## src/run_length_byte_encoder_assert.svh

```systemverilog
// Assertion helpers for the run-length byte encoder.
// Both sample on the rising edge of clock and stay quiet while reset is high.
`ifndef RUN_LENGTH_BYTE_ENCODER_ASSERT_SVH
`define RUN_LENGTH_BYTE_ENCODER_ASSERT_SVH

// Consequent must hold in the same cycle as the antecedent.
`define RLBE_ASSERT_SAME(label, ante, cons) \
   label: assert property (@(posedge clock) disable iff (reset) (ante) |-> (cons)) \
      else $error("assertion failed: label");

// Consequent must hold in the cycle after the antecedent.
`define RLBE_ASSERT_NEXT(label, ante, cons) \
   label: assert property (@(posedge clock) disable iff (reset) (ante) |=> (cons)) \
      else $error("assertion failed: label");

`endif

```

## src/rlbe_pkg.sv

```systemverilog
`timescale 1ns / 1ps
`default_nettype none

package rlbe_pkg;

   // Default sizing of the encoder
   localparam int LITERAL_MAX_DEF = 128;
   localparam int REPEAT_MAX_DEF  = 129;
   localparam int CHUNK_BYTES_DEF = 8;

   // Fixed field widths
   localparam int BYTE_W      = 8;
   localparam int MAX_LANES   = 8;
   localparam int CHUNK_W     = BYTE_W * MAX_LANES;
   localparam int COUNT_W     = 4;
   localparam int RSP_TDATA_W = 72;

   // One encoded byte handed from the sequencer to the chunk packer
   typedef struct packed {
      logic              valid;
      logic [BYTE_W-1:0] data;
      logic              final_byte;
      logic              stream_end;
   } pack_byte_type;

endpackage

`default_nettype wire

```

## src/rlbe_packer.sv

```systemverilog
`timescale 1ns / 1ps
`default_nettype none

module rlbe_packer #(
   parameter int CHUNK_BYTES = rlbe_pkg::CHUNK_BYTES_DEF
) (
   input  wire logic                           clock,
   input  wire logic                           reset,
   input  wire rlbe_pkg::pack_byte_type        byte_in,
   output logic                                byte_ready,
   output logic                                rsp_tvalid,
   input  wire logic                           rsp_tready,
   // bits 63:0 chunk_data, 67:64 chunk_count, 71:68 zero
   output logic [rlbe_pkg::RSP_TDATA_W-1:0]    rsp_tdata,
   output logic                                rsp_tlast,
   // bit 0 stream_done
   output logic                                rsp_tuser
);
   import rlbe_pkg::*;

   logic [CHUNK_W-1:0] asm_data_ff, asm_data_in;
   logic [COUNT_W-1:0] asm_cnt_ff, asm_cnt_in;
   logic               out_valid_ff, out_valid_in;
   logic [CHUNK_W-1:0] out_data_ff, out_data_in;
   logic [COUNT_W-1:0] out_cnt_ff, out_cnt_in;
   logic               out_last_ff, out_last_in;
   logic               out_done_ff, out_done_in;

   logic [CHUNK_W-1:0] merged;
   logic               close_chunk;
   logic               out_free;
   logic               take;

   // Drop the new byte into its lane of the word being gathered
   always_comb begin
      merged = asm_data_ff;
      for (int i = 0; i < MAX_LANES; i++) begin
         if (asm_cnt_ff == COUNT_W'(i)) begin
            merged[BYTE_W*i +: BYTE_W] = byte_in.data;
         end
      end
   end

   assign close_chunk = byte_in.final_byte || (asm_cnt_ff == COUNT_W'(CHUNK_BYTES - 1));
   assign out_free    = !out_valid_ff || rsp_tready;
   assign byte_ready  = !close_chunk || out_free;
   assign take        = byte_in.valid && byte_ready;

   // Gather bytes and hand a full or final word to the output register
   always_comb begin
      asm_data_in  = asm_data_ff;
      asm_cnt_in   = asm_cnt_ff;
      out_valid_in = out_valid_ff && !rsp_tready;
      out_data_in  = out_data_ff;
      out_cnt_in   = out_cnt_ff;
      out_last_in  = out_last_ff;
      out_done_in  = out_done_ff;
      if (take) begin
         if (close_chunk) begin
            out_valid_in = 1'b1;
            out_data_in  = merged;
            out_cnt_in   = asm_cnt_ff + COUNT_W'(1);
            out_last_in  = byte_in.final_byte;
            out_done_in  = byte_in.final_byte && byte_in.stream_end;
            asm_data_in  = '0;
            asm_cnt_in   = '0;
         end else begin
            asm_data_in  = merged;
            asm_cnt_in   = asm_cnt_ff + COUNT_W'(1);
         end
      end
   end

   always_ff @(posedge clock) begin
      if (reset) begin
         asm_data_ff  <= '0;
         asm_cnt_ff   <= '0;
         out_valid_ff <= 1'b0;
      end else begin
         asm_data_ff  <= asm_data_in;
         asm_cnt_ff   <= asm_cnt_in;
         out_valid_ff <= out_valid_in;
      end
      out_data_ff <= out_data_in;
      out_cnt_ff  <= out_cnt_in;
      out_last_ff <= out_last_in;
      out_done_ff <= out_done_in;
   end

   assign rsp_tvalid = out_valid_ff;
   assign rsp_tdata  = {{(RSP_TDATA_W - CHUNK_W - COUNT_W){1'b0}}, out_cnt_ff, out_data_ff};
   assign rsp_tlast  = out_last_ff;
   assign rsp_tuser  = out_done_ff;

endmodule

`default_nettype wire

```

## src/run_length_byte_encoder.sv

```systemverilog
`timescale 1ns / 1ps
`default_nettype none
`include "run_length_byte_encoder_assert.svh"
//  channel | direction | tdata                               | tlast       | tuser
//  req     | in        | 7:0 data_byte                       | stream_end  | -
//  rsp     | out       | 63:0 chunk_data, 67:64 chunk_count  | chunk_last  | stream_done
//
//  A byte that emits nothing leaves req_tready high. A byte that emits encoded bytes keeps
//  req_tready low until they are out: the sequencer passes one byte per cycle, while the
//  packer is ready, pacing the literal store's single read port during a literal flush.
//  Reset is synchronous; it clears the run state, the store contents stay as they were.
//  A stalled rsp holds the packer and the sequencer; req_tready drops while a code is out.

module run_length_byte_encoder #(
   parameter int LITERAL_MAX = rlbe_pkg::LITERAL_MAX_DEF,
   parameter int REPEAT_MAX  = rlbe_pkg::REPEAT_MAX_DEF,
   parameter int CHUNK_BYTES = rlbe_pkg::CHUNK_BYTES_DEF
) (
   input  wire logic                           clock,
   input  wire logic                           reset,
   input  wire logic                           req_tvalid,
   output logic                                req_tready,
   // bits 7:0 data_byte
   input  wire logic [7:0]                     req_tdata,
   input  wire logic                           req_tlast,
   output logic                                rsp_tvalid,
   input  wire logic                           rsp_tready,
   // bits 63:0 chunk_data, 67:64 chunk_count, 71:68 zero
   output logic [rlbe_pkg::RSP_TDATA_W-1:0]    rsp_tdata,
   output logic                                rsp_tlast,
   // bit 0 stream_done
   output logic                                rsp_tuser
);
   import rlbe_pkg::*;

   localparam int AW = $clog2(LITERAL_MAX);
   localparam int RW = $clog2(REPEAT_MAX + 1);

   typedef enum logic [1:0] {ST_IDLE, ST_HEAD, ST_BODY, ST_TAIL} state_type;

   // One code group: header, stored literal bytes, then an optional closing byte
   typedef struct packed {
      logic              valid;
      logic [BYTE_W-1:0] head;
      logic [AW-1:0]     nbody;
      logic              tail;
      logic [BYTE_W-1:0] tail_byte;
   } seg_type;

   function automatic logic [BYTE_W-1:0] lit_head(input logic [BYTE_W-1:0] n);
      logic [BYTE_W-1:0] m;
      m = n - BYTE_W'(1);
      return {m[BYTE_W-2:0], 1'b1};
   endfunction

   function automatic logic [BYTE_W-1:0] run_head(input logic [BYTE_W-1:0] r);
      logic [BYTE_W-1:0] m;
      m = r - BYTE_W'(2);
      return {m[BYTE_W-2:0], 1'b0};
   endfunction

   state_type         state_ff, state_in;
   logic [AW-1:0]     idx_ff, idx_in;
   seg_type           cur_ff, cur_in;
   seg_type           nxt_ff, nxt_in;
   logic [AW-1:0]     lit_cnt_ff, lit_cnt_in;
   logic [RW-1:0]     rep_cnt_ff, rep_cnt_in;
   logic [BYTE_W-1:0] held_ff, held_in;
   logic              started_ff, started_in;

   logic [BYTE_W-1:0] store_mem [LITERAL_MAX];
   logic [BYTE_W-1:0] mem_rd_ff;
   logic              mem_we;

   logic              accept;
   logic              stream_end;
   logic [BYTE_W-1:0] t_byte;
   logic [BYTE_W-1:0] lit8;
   logic [BYTE_W-1:0] rep8;
   seg_type           seg_a, seg_b;
   logic              seg_last;
   logic              advance;
   logic              byte_ready;
   pack_byte_type     pack_byte;

   assign req_tready = (state_ff == ST_IDLE);
   assign accept     = req_tvalid && req_tready;
   assign t_byte     = req_tdata;
   assign stream_end = req_tlast;
   assign lit8       = BYTE_W'(lit_cnt_ff);
   assign rep8       = BYTE_W'(rep_cnt_ff);

   // Plan the code groups an incoming byte causes and the run state it leaves
   always_comb begin
      seg_a      = '0;
      seg_b      = '0;
      mem_we     = 1'b0;
      lit_cnt_in = lit_cnt_ff;
      rep_cnt_in = rep_cnt_ff;
      held_in    = held_ff;
      started_in = started_ff;
      if (!started_ff) begin
         held_in    = t_byte;
         lit_cnt_in = '0;
         rep_cnt_in = '0;
         started_in = 1'b1;
         seg_b      = '{1'b1, lit_head(BYTE_W'(1)), '0, 1'b1, t_byte};
      end else if (t_byte == held_ff) begin
         if (rep_cnt_ff == '0) begin
            if (lit_cnt_ff != '0) begin
               seg_a = '{1'b1, lit_head(lit8), lit_cnt_ff, 1'b0, held_ff};
            end
            lit_cnt_in = '0;
            rep_cnt_in = RW'(2);
            seg_b      = '{1'b1, run_head(BYTE_W'(2)), '0, 1'b1, held_ff};
         end else if (rep_cnt_ff < RW'(REPEAT_MAX)) begin
            rep_cnt_in = rep_cnt_ff + RW'(1);
            seg_b      = '{1'b1, run_head(rep8 + BYTE_W'(1)), '0, 1'b1, held_ff};
         end else begin
            seg_a      = '{1'b1, run_head(rep8), '0, 1'b1, held_ff};
            rep_cnt_in = '0;
            seg_b      = '{1'b1, lit_head(BYTE_W'(1)), '0, 1'b1, held_ff};
         end
      end else begin
         held_in = t_byte;
         if (rep_cnt_ff != '0) begin
            seg_a      = '{1'b1, run_head(rep8), '0, 1'b1, held_ff};
            lit_cnt_in = '0;
            rep_cnt_in = '0;
            seg_b      = '{1'b1, lit_head(BYTE_W'(1)), '0, 1'b1, t_byte};
         end else if (lit_cnt_ff < AW'(LITERAL_MAX - 1)) begin
            mem_we     = accept;
            lit_cnt_in = lit_cnt_ff + AW'(1);
            seg_b      = '{1'b1, lit_head(lit8 + BYTE_W'(2)), lit_cnt_ff + AW'(1), 1'b1,
                           t_byte};
         end else begin
            seg_a      = '{1'b1, lit_head(lit8 + BYTE_W'(1)), lit_cnt_ff, 1'b1, held_ff};
            lit_cnt_in = '0;
            seg_b      = '{1'b1, lit_head(BYTE_W'(1)), '0, 1'b1, t_byte};
         end
      end
      // The flush groups only apply at stream end, which also rearms the encoder
      if (stream_end) begin
         lit_cnt_in = '0;
         rep_cnt_in = '0;
         held_in    = '0;
         started_in = 1'b0;
      end else begin
         seg_b = '0;
      end
      // Close up the gap when no first group exists
      if (!seg_a.valid) begin
         seg_a = seg_b;
         seg_b = '0;
      end
   end

   // Last byte of the current group, judged from the step it is on
   always_comb begin
      case (state_ff)
         ST_HEAD: seg_last = (cur_ff.nbody == '0) && !cur_ff.tail;
         ST_BODY: seg_last = (idx_ff == cur_ff.nbody - AW'(1)) && !cur_ff.tail;
         ST_TAIL: seg_last = 1'b1;
         default: seg_last = 1'b0;
      endcase
   end

   // Drive the packer with the byte of the current step
   always_comb begin
      pack_byte.valid      = (state_ff != ST_IDLE);
      pack_byte.final_byte = seg_last && !nxt_ff.valid;
      pack_byte.stream_end = !started_ff;
      case (state_ff)
         ST_HEAD: pack_byte.data = cur_ff.head;
         ST_BODY: pack_byte.data = mem_rd_ff;
         ST_TAIL: pack_byte.data = cur_ff.tail_byte;
         default: pack_byte.data = '0;
      endcase
   end

   assign advance = pack_byte.valid && byte_ready;

   // Step through header, stored bytes and closing byte; idx_in is the next read address
   always_comb begin
      state_in = state_ff;
      idx_in   = idx_ff;
      cur_in   = cur_ff;
      nxt_in   = nxt_ff;
      case (state_ff)
         ST_IDLE: begin
            if (accept && seg_a.valid) begin
               cur_in   = seg_a;
               nxt_in   = seg_b;
               state_in = ST_HEAD;
               idx_in   = '0;
            end
         end
         ST_HEAD, ST_BODY, ST_TAIL: begin
            if (advance) begin
               if (seg_last) begin
                  idx_in = '0;
                  if (nxt_ff.valid) begin
                     cur_in       = nxt_ff;
                     nxt_in.valid = 1'b0;
                     state_in     = ST_HEAD;
                  end else begin
                     state_in = ST_IDLE;
                  end
               end else if (state_ff == ST_HEAD) begin
                  if (cur_ff.nbody != '0) begin
                     state_in = ST_BODY;
                     idx_in   = '0;
                  end else begin
                     state_in = ST_TAIL;
                  end
               end else if (idx_ff == cur_ff.nbody - AW'(1)) begin
                  state_in = ST_TAIL;
               end else begin
                  idx_in = idx_ff + AW'(1);
               end
            end
         end
         default: state_in = ST_IDLE;
      endcase
   end

   // Hold sequencer and run state
   always_ff @(posedge clock) begin
      if (reset) begin
         state_ff     <= ST_IDLE;
         cur_ff.valid <= 1'b0;
         nxt_ff.valid <= 1'b0;
         lit_cnt_ff   <= '0;
         rep_cnt_ff   <= '0;
         held_ff      <= '0;
         started_ff   <= 1'b0;
      end else begin
         state_ff     <= state_in;
         cur_ff.valid <= cur_in.valid;
         nxt_ff.valid <= nxt_in.valid;
         if (accept) begin
            lit_cnt_ff <= lit_cnt_in;
            rep_cnt_ff <= rep_cnt_in;
            held_ff    <= held_in;
            started_ff <= started_in;
         end
      end
      idx_ff           <= idx_in;
      cur_ff.head      <= cur_in.head;
      cur_ff.nbody     <= cur_in.nbody;
      cur_ff.tail      <= cur_in.tail;
      cur_ff.tail_byte <= cur_in.tail_byte;
      nxt_ff.head      <= nxt_in.head;
      nxt_ff.nbody     <= nxt_in.nbody;
      nxt_ff.tail      <= nxt_in.tail;
      nxt_ff.tail_byte <= nxt_in.tail_byte;
   end

   // Literal store: one write port, one registered read port. The read is reissued every
   // cycle, so a byte written on accept is read back from the header step onward.
   always_ff @(posedge clock) begin
      if (mem_we) begin
         store_mem[lit_cnt_ff] <= held_ff;
      end
      mem_rd_ff <= store_mem[idx_in];
   end

   rlbe_packer #(
      .CHUNK_BYTES (CHUNK_BYTES)
   ) u_packer (
      .clock      (clock),
      .reset      (reset),
      .byte_in    (pack_byte),
      .byte_ready (byte_ready),
      .rsp_tvalid (rsp_tvalid),
      .rsp_tready (rsp_tready),
      .rsp_tdata  (rsp_tdata),
      .rsp_tlast  (rsp_tlast),
      .rsp_tuser  (rsp_tuser)
   );

   // A run and pending literals never coexist
   `RLBE_ASSERT_SAME(a_run_excl_lit, rep_cnt_ff != '0, lit_cnt_ff == '0)
   // A stream end always flushes and rearms
   `RLBE_ASSERT_NEXT(a_end_flush, accept && stream_end, !started_ff && (state_ff != ST_IDLE))
   // A byte refused by the packer stays put, memory read included
   `RLBE_ASSERT_NEXT(a_stall_hold, pack_byte.valid && !byte_ready,
                     pack_byte.valid && $stable(pack_byte.data))
   // Output words carry one to CHUNK_BYTES bytes
   `RLBE_ASSERT_SAME(a_count_range, rsp_tvalid,
                     (rsp_tdata[67:64] != '0) && (rsp_tdata[67:64] <= COUNT_W'(CHUNK_BYTES)))

endmodule

`default_nettype wire

```

## config.mk

```make
export PLATFORM = sky130hd
export DESIGN_NAME = run_length_byte_encoder
export DESIGN_NICKNAME = d
export VERILOG_FILES = /design/src/rlbe_pkg.sv /design/src/rlbe_packer.sv /design/src/run_length_byte_encoder.sv
export VERILOG_INCLUDE_DIRS = /design/src /design/src/src
export SDC_FILE = /design/constraint.sdc
export NUM_CORES = 2
export LEC_CHECK = 0
export BUFFER_PORTS_ARGS = -buffer_cell sky130_fd_sc_hd__buf_2
export CAP_MARGIN = 0
export CORE_UTILIZATION = 35
export DETAILED_ROUTE_END_ITERATION = 8
export SYNTH_ARGS = -nofsm -noshare
export SYNTH_HDL_FRONTEND = slang
export SYNTH_SLANG_ARGS = --single-unit
```

## constraint.sdc

```tcl
create_clock -name clock -period 9.36 [get_ports clock]
set_input_delay 0.468 -clock clock [delete_from_list [all_inputs] [get_ports clock]]
set_output_delay 0.468 -clock clock [all_outputs]
set_load 0.03 [all_outputs]
```

# After elaboration in Yosys (flattened, before gate mapping)
# Memories as Yosys holds them, arrays and structs flattened. A register that Yosys moved wholly into a read port is not among the register bits.
# Cells that the tools add are included.
[classes] addsub=12 n_lt_le_gt_ge=2 n_eq_ne=20 n_mux=76 reduce_logical=34
[ops] cell="$mux W25" n=13
[ops] cell="$mux W24" n=8
[ops] cell="$mux W8" n=17
[ops] cell="$mux W7" n=12
[ops] cell="$mux W64" n=1
[ops] cell="$pmux W24 S2" n=1
[ops] cell="$sub A7 B1 Y7 const B" n=4
[ops] cell="$pmux W8 S3" n=1
[ops] cell="$add A7 B1 Y7 const B" n=3
[ops] cell="$eq A4 B3 Y1 const B" n=4
[ops] cell="$pmux W7 S2" n=1
[ops] cell="$reduce_bool A7 Y1" n=2
[ops] cell="$sub A7 B2 Y7 const B" n=2
[ops] cell="$mux W1" n=13
[ops] cell="$mux W2" n=5
[ops] cell="$reduce_and A2 Y1" n=5
[ops] cell="$add A8 B1 Y8 const B" n=1
[ops] cell="$eq A4 B2 Y1 const B" n=2
[ops] cell="$eq A8 B8 Y1" n=1
[ops] cell="$logic_and A1 B1 Y1" n=8
[ops] cell="$logic_not A8 Y1" n=1
[ops] cell="$lt A8 B8 Y1 const B" n=1
[ops] cell="$reduce_bool A8 Y1" n=1
[ops] cell="$add A7 B2 Y7 const B" n=1
[ops] cell="25 further kinds" n=36
[totals] ff_bits=221 mem_bits_rw=1024 in_bits=13 output_inout_bits=76 word_cells=167 memories=1
[mem_list] name="store_mem" depth=128 width=8 read_ports=1 rd_ports_with_merged_regs=1 wr=1 line_no="run_length_byte_encoder.sv:71" rtl="logic [BYTE_W-1:0] store_mem [LITERAL_MAX];"

# Logic depth before layout (Yosys ltp)
[logic_depth] ltp_word=11 mapped_depth=21 depth_no_buf=16

# Hierarchy
# A second synthesis with hierarchy kept.
[hier_totals] cells_unflattened=3936 area_unflattened_um2=52497.8
[modules_own_cells] module="run_length_byte_encoder" instances=1 cells_each=3461 area_each_um2=46724.8
[modules_own_cells] module="rlbe_packer" instances=1 cells_each=475 area_each_um2=5773.0

# Least setup slack after synthesis
# OpenSTA, ideal clock, no wires.
[synth_timing] kind="register to register" start="register cur_ff[9] (netlist name)" end="register u_packer.asm_data_ff[58]" arrival_ps=6343 t_required_ps=9240 path_slack_ps=2897 stages_incl_launch_ff=13 path_cell_list="edfxtp_1 > inv_1 > ha_1 > nor3b_1 > nand2_1 > xnor2_1 > o311ai_1 > a31o_2 > clkbuf_1 > clkbuf_1 > a21oi_1 > nor2_1 > and2_1"
[synth_between] elab_chain_cells=9 word_cells_on_any_way=12
[synth_lines] element="start: declaration" line_no="run_length_byte_encoder.sv:64" rtl="seg_type cur_ff, cur_in;"
[synth_lines] element="$sub A7 B1 Y7" line_no="run_length_byte_encoder.sv:162" rtl="ST_BODY: seg_last = (idx_ff == cur_ff.nbody - AW'(1)) && !cur_ff.tail;"
[synth_lines] element="$eq A7 B7 Y1" line_no="run_length_byte_encoder.sv:162"
[synth_lines] element="$logic_and A1 B1 Y1" line_no="run_length_byte_encoder.sv:162"
[synth_lines] element="$pmux W1 S3 *" line_no="run_length_byte_encoder.sv:160" rtl="case (state_ff)"
[synth_lines] element="$logic_and A1 B1 Y1 *" line_no="run_length_byte_encoder.sv:171" rtl="pack_byte.final_byte = seg_last && !nxt_ff.valid;"
[synth_lines] element="$logic_or A1 B1 Y1 *" line_no="rlbe_packer.sv:44" rtl="assign close_chunk = byte_in.final_byte || (asm_cnt_ff == COUNT_W'(CHUNK_BYTES - 1));"
[synth_lines] element="$logic_not A1 Y1" line_no="rlbe_packer.sv:46" rtl="assign byte_ready = !close_chunk || out_free;"
[synth_lines] element="$logic_or A1 B1 Y1" line_no="rlbe_packer.sv:46"
[synth_lines] element="$logic_and A1 B1 Y1" line_no="rlbe_packer.sv:47" rtl="assign take = byte_in.valid && byte_ready;"
[synth_lines] element="end signal: assignment" line_no="rlbe_packer.sv:80" rtl="asm_data_ff <= asm_data_in;"
[synth_lines] element="end: declaration" line_no="rlbe_packer.sv:21" rtl="logic [CHUNK_W-1:0] asm_data_ff, asm_data_in;"
# Mark *: on every way between the ends. The rest lies on a longest branch, timed or not.
# A chain may end at the register's enable or synchronous reset.

# Worst setup path after layout
[layout_timing] start="register held_ff[0]" end="register mem_rd_ff[0], read port of store_mem"
[layout_between] elab_chain_cells=7
[layout_lines] element="start: declaration" line_no="run_length_byte_encoder.sv:68" rtl="logic [BYTE_W-1:0] held_ff, held_in;"
[layout_lines] element="start signal: assignment" line_no="run_length_byte_encoder.sv:244" rtl="held_ff <= held_in;"
[layout_lines] element="$eq A8 B8 Y1" line_no="run_length_byte_encoder.sv:108" rtl="end else if (t_byte == held_ff) begin"
[layout_lines] element="$mux W25" line_no="run_length_byte_encoder.sv:108"
[layout_lines] element="$mux W25" line_no="run_length_byte_encoder.sv:102" rtl="if (!started_ff) begin"
[layout_lines] element="$mux W25" line_no="run_length_byte_encoder.sv:152" rtl="if (!seg_a.valid) begin"
[layout_lines] element="$logic_and A1 B1 Y1" line_no="run_length_byte_encoder.sv:191" rtl="if (accept && seg_a.valid) begin"
[layout_lines] element="$mux W7" line_no="run_length_byte_encoder.sv:191"
[layout_lines] element="$pmux W7 S2" line_no="run_length_byte_encoder.sv:189" rtl="case (state_ff)"
[layout_lines] element="end: declaration" line_no="run_length_byte_encoder.sv:72" rtl="logic [BYTE_W-1:0] mem_rd_ff;"
# Every way passes these cells.

==> summary.txt <==
Outcome
  – Status: complete, no violations

Detailed routing
  – Drt wl/cell: 22.9 um
  – Drt via density: 5.39
  – Detailed Route WL: 135 mm
  – Via count: 31,900
  – Routed Antenna Nets: 0
  – DRC: 0
  – DR iter-0 viols: 3,423
  – DRT Pass-1 Iters: 8

Placed design
  – DP Wirelength: 81.2 mm
  – Area after DPL: 53,300 um2
  – PortBufs: 84
  – Dpl cells: 5,680
  – GP Congestion: 0.891

Setup path
  – Crit path max-delay family: buffers and inverters
  – WS Path Type: reg -> reg
  – R2R Path Start: held_ff[0]
  – CP max stage delay: 1.01 ns
  – Critical Path RT: 10.03 ns
  – Crit path DAT: 7.58 ns
  – CP cell instances: xor2_1 > nor4_1 > a211oi_4 > a311oi_4 > o21ai_4 > a32o_2 > nor2_4 > buf_4 > buf_4 > buf_4 > nand2_1 > and3_1 > a31oi_1 > o22ai_1 > nor4_1 > o31a_1
  – CP bufs+invs: 3
  – Launch point of the worst path: held_ff[0]
  – R2R setup slack: 2.45 ns
  – CP Max Fanout: 84
  – Critical path endpoint category: register
  – Worst reg-to-reg path cell count: 16
  – Worst path most repeated cell: buf_4
  – Element type at the critical path start: register
  – Critical path depth in cells: 16
  – Worst path slowest cell: dfxtp_4

Global routing
  – Most used routing layer: met2
  – GR Util met2: 29.1%
  – Largest net degree at the start of global routing: 152
  – Met3 global-route usage: 2.71%
  – GR Util All Layers: 18.0%
  – Initial antenna violation count: 1
  – GRT Residual Overflow: 0
  – Vias in the first global route: 30,500
  – First-pass GRT wire length: 200 mm
  – GR Util met1: 24.5%

Floorplan
  – Die height: 384 um
  – Die X: 384 um
  – Initial core utilization: 35.4%
  – Row count: 139
  – DIE AREA: 147,000 um2
  – Core ar.: 144,000 um2
  – Top Ports: 89

Clocking
  – Clock Pin Slew Worst Setup and Hold Paths: 0.06 ns
  – H-Tree Depth: 4
  – Post-CTS setup buffers: 0
  – CTS buffer count: 133
  – Clock Latency Late Sink: 0.75 ns
  – Clk sinks: 1,253
  – Clock tree buffer depth: 3
  – Root Buffer: clkbuf_16
  – CTS tree: done

Final layout
  – Layout area overhead: 12.5%
  – Finished Cell Area: 57,400 um2
  – Ant. Diodes: 0
  – # nets final: 3,945
  – Most frequent cells in the layout: 1,142 x edfxtp_1, 749 x nand2_1, 306 x nor2_1
  – Layout cells sized above 1: 9.60%
  – Finished Layout Cells: 5,913
  – Most common cell after layout, fill and taps aside: edfxtp_1
  – Layout Utilization: 39.8%

Pwr
  – Maximum VDD drop: 0.235 mV
  – Tot Pwr: 13.7 mW
  – Leakage: 19.0 nW
  – Pwr Density: 239 nW/um2

Synth
  – Synth Flop Type: edfxtp_1
  – Leading area contributor after synthesis: edfxtp_1
  – Dominant cells by area after synthesis: edfxtp_1 67%, nand2_1 5.5%, mux2i_1 4.8%
  – Yosys warning total: 0
  – Synth Register Bits: 1,253
  – Synth cell types: 77
  – Synthesized instance count: 3,861
  – Post-synth EDFFs: 1,142
  – Syn_area_per_cell: 13.2 um2
  – Top-area cell type share of the netlist area: 67.2%
  – Sequential area share after synthesis: 71.6%
  – Asr flop ratio synth: 0%
  – Cell Area, Synth: 51,000 um2

STA
  – Final Hold Fails: 0
  – Finish-stage setup viols: 0
  – Worst slew margin: 17.8%
  – Actual slew at the worst max-slew pin: 1.23 ns
  – RSZ-0062 raised after global routing: no
  – Clock skew: 0.0340 ns
  – Setup TNS: 0 ns
  – Final min period: 6.91 ns
  – Period utilization: 73.8%
  – Slew Limit Fails: 0
  – Maximum operating frequency: 145 MHz

Job
  – Max-Cap Viols: 0

Worst hold path
  – Hold Crit Class: in -> reg
  – Worst hold path cell count: 3
  – Worst hold start: req_tdata[2]
## cells in the mapped netlist, types with 28 or more instances
cell         n
buf_2       68
clkbuf_1   126
o22ai_1     67
edfxtp_1  1142
o21ai_0     80
nand2_1    749
a21oi_1    118
and3_1      72
nand3_1    147
xor2_1      28
a32oi_1     31
buf_1       28
a31oi_1     87
a22oi_1     89
dfxtp_1    111
nor2_1     310
mux2i_1    245
## kinds of logic (layout without fill, tap and decap cells)
group,count (synthesis),count (layout),synth area share [%]
simple gates,1427,1427,12.0
flops,1253,1253,71.6
compound gates,590,590,7.71
buf+inv,268,392,2.32
mux,262,262,5.18
xor+xnor,41,41,0.704
fa+ha+maj,19,19,0.466
other cells,1,26,0.00735
## per-layer routing
metal / share of wire, % / up-vias / wire (um)
met2: 47 / 1259 / 63900
met4: 3.2 / 2 / 4300
met5: 0.014 / - / 19
met3: 6.9 / 234 / 9360
met1: 43 / 15900 / 57700
li1: - / 14500 / -
## final cells by class
cell class / instances / area (um2)
well taps: 1903 / 2380
clock buffers: 179 / 3670
repair buffers: 133 / 831
fillers: 13300 / 86800
multi-input cells: 2365 / 13500
inverters: 27 / 124
clock inverters: 53 / 419
flip-flops and latches: 1253 / 36500
## flip-flops by register name (all words and copies together) (netlist names)
signal,count
store_mem,1024
state_ff,2
rep8,8
u_packer.rsp_tuser,1
u_packer.rsp_tlast,1
lit_cnt_ff,7
held_ff,8
u_packer.asm_data_ff,64
u_packer.out_cnt_ff,4
nxt_ff,25
cur_ff,24
started_ff,1
u_packer.out_data_ff,64
mem_rd_ff,8
idx_ff,7
u_packer.asm_cnt_ff,4
u_packer.rsp_tvalid,1
## metrics by stage
step	hold WS [ns]	setup WS, ns
finish	0.0544	2.45
global route	0.0313	1.93
global placement	0.447	2.64
floorplan	0.430	2.90
detailed placement	0.448	2.52
CTS	0.00117	2.50
## worst min-delay path, stage by stage
cell,delay (ns)
buf_2,0.13
a22oi_1,0.07
nor2_1,0.07
## worst paths after layout
path                         endpoint
max                      mem_rd_ff[0]
min reg2reg  u_packer.asm_data_ff[61]
max reg2reg              mem_rd_ff[0]
min                        held_ff[2]
## repair_timing
action,CTS,global route
hold endpoints to repair,2,0
resized for setup,0,0
hold buffers,1,0
## report_power, final
group / leakage, nW / switching, mW / total [mW] / internal [mW]
Combinational: 5.64 / 1.62 / 2.32 / 0.698
Sequential: 11.4 / 0.152 / 6.40 / 6.25
Clock: 2.00 / 2.14 / 5.00 / 2.86
Total: 19.0 / 3.91 / 13.7 / 9.81
(Power assumes the default switching activity.)
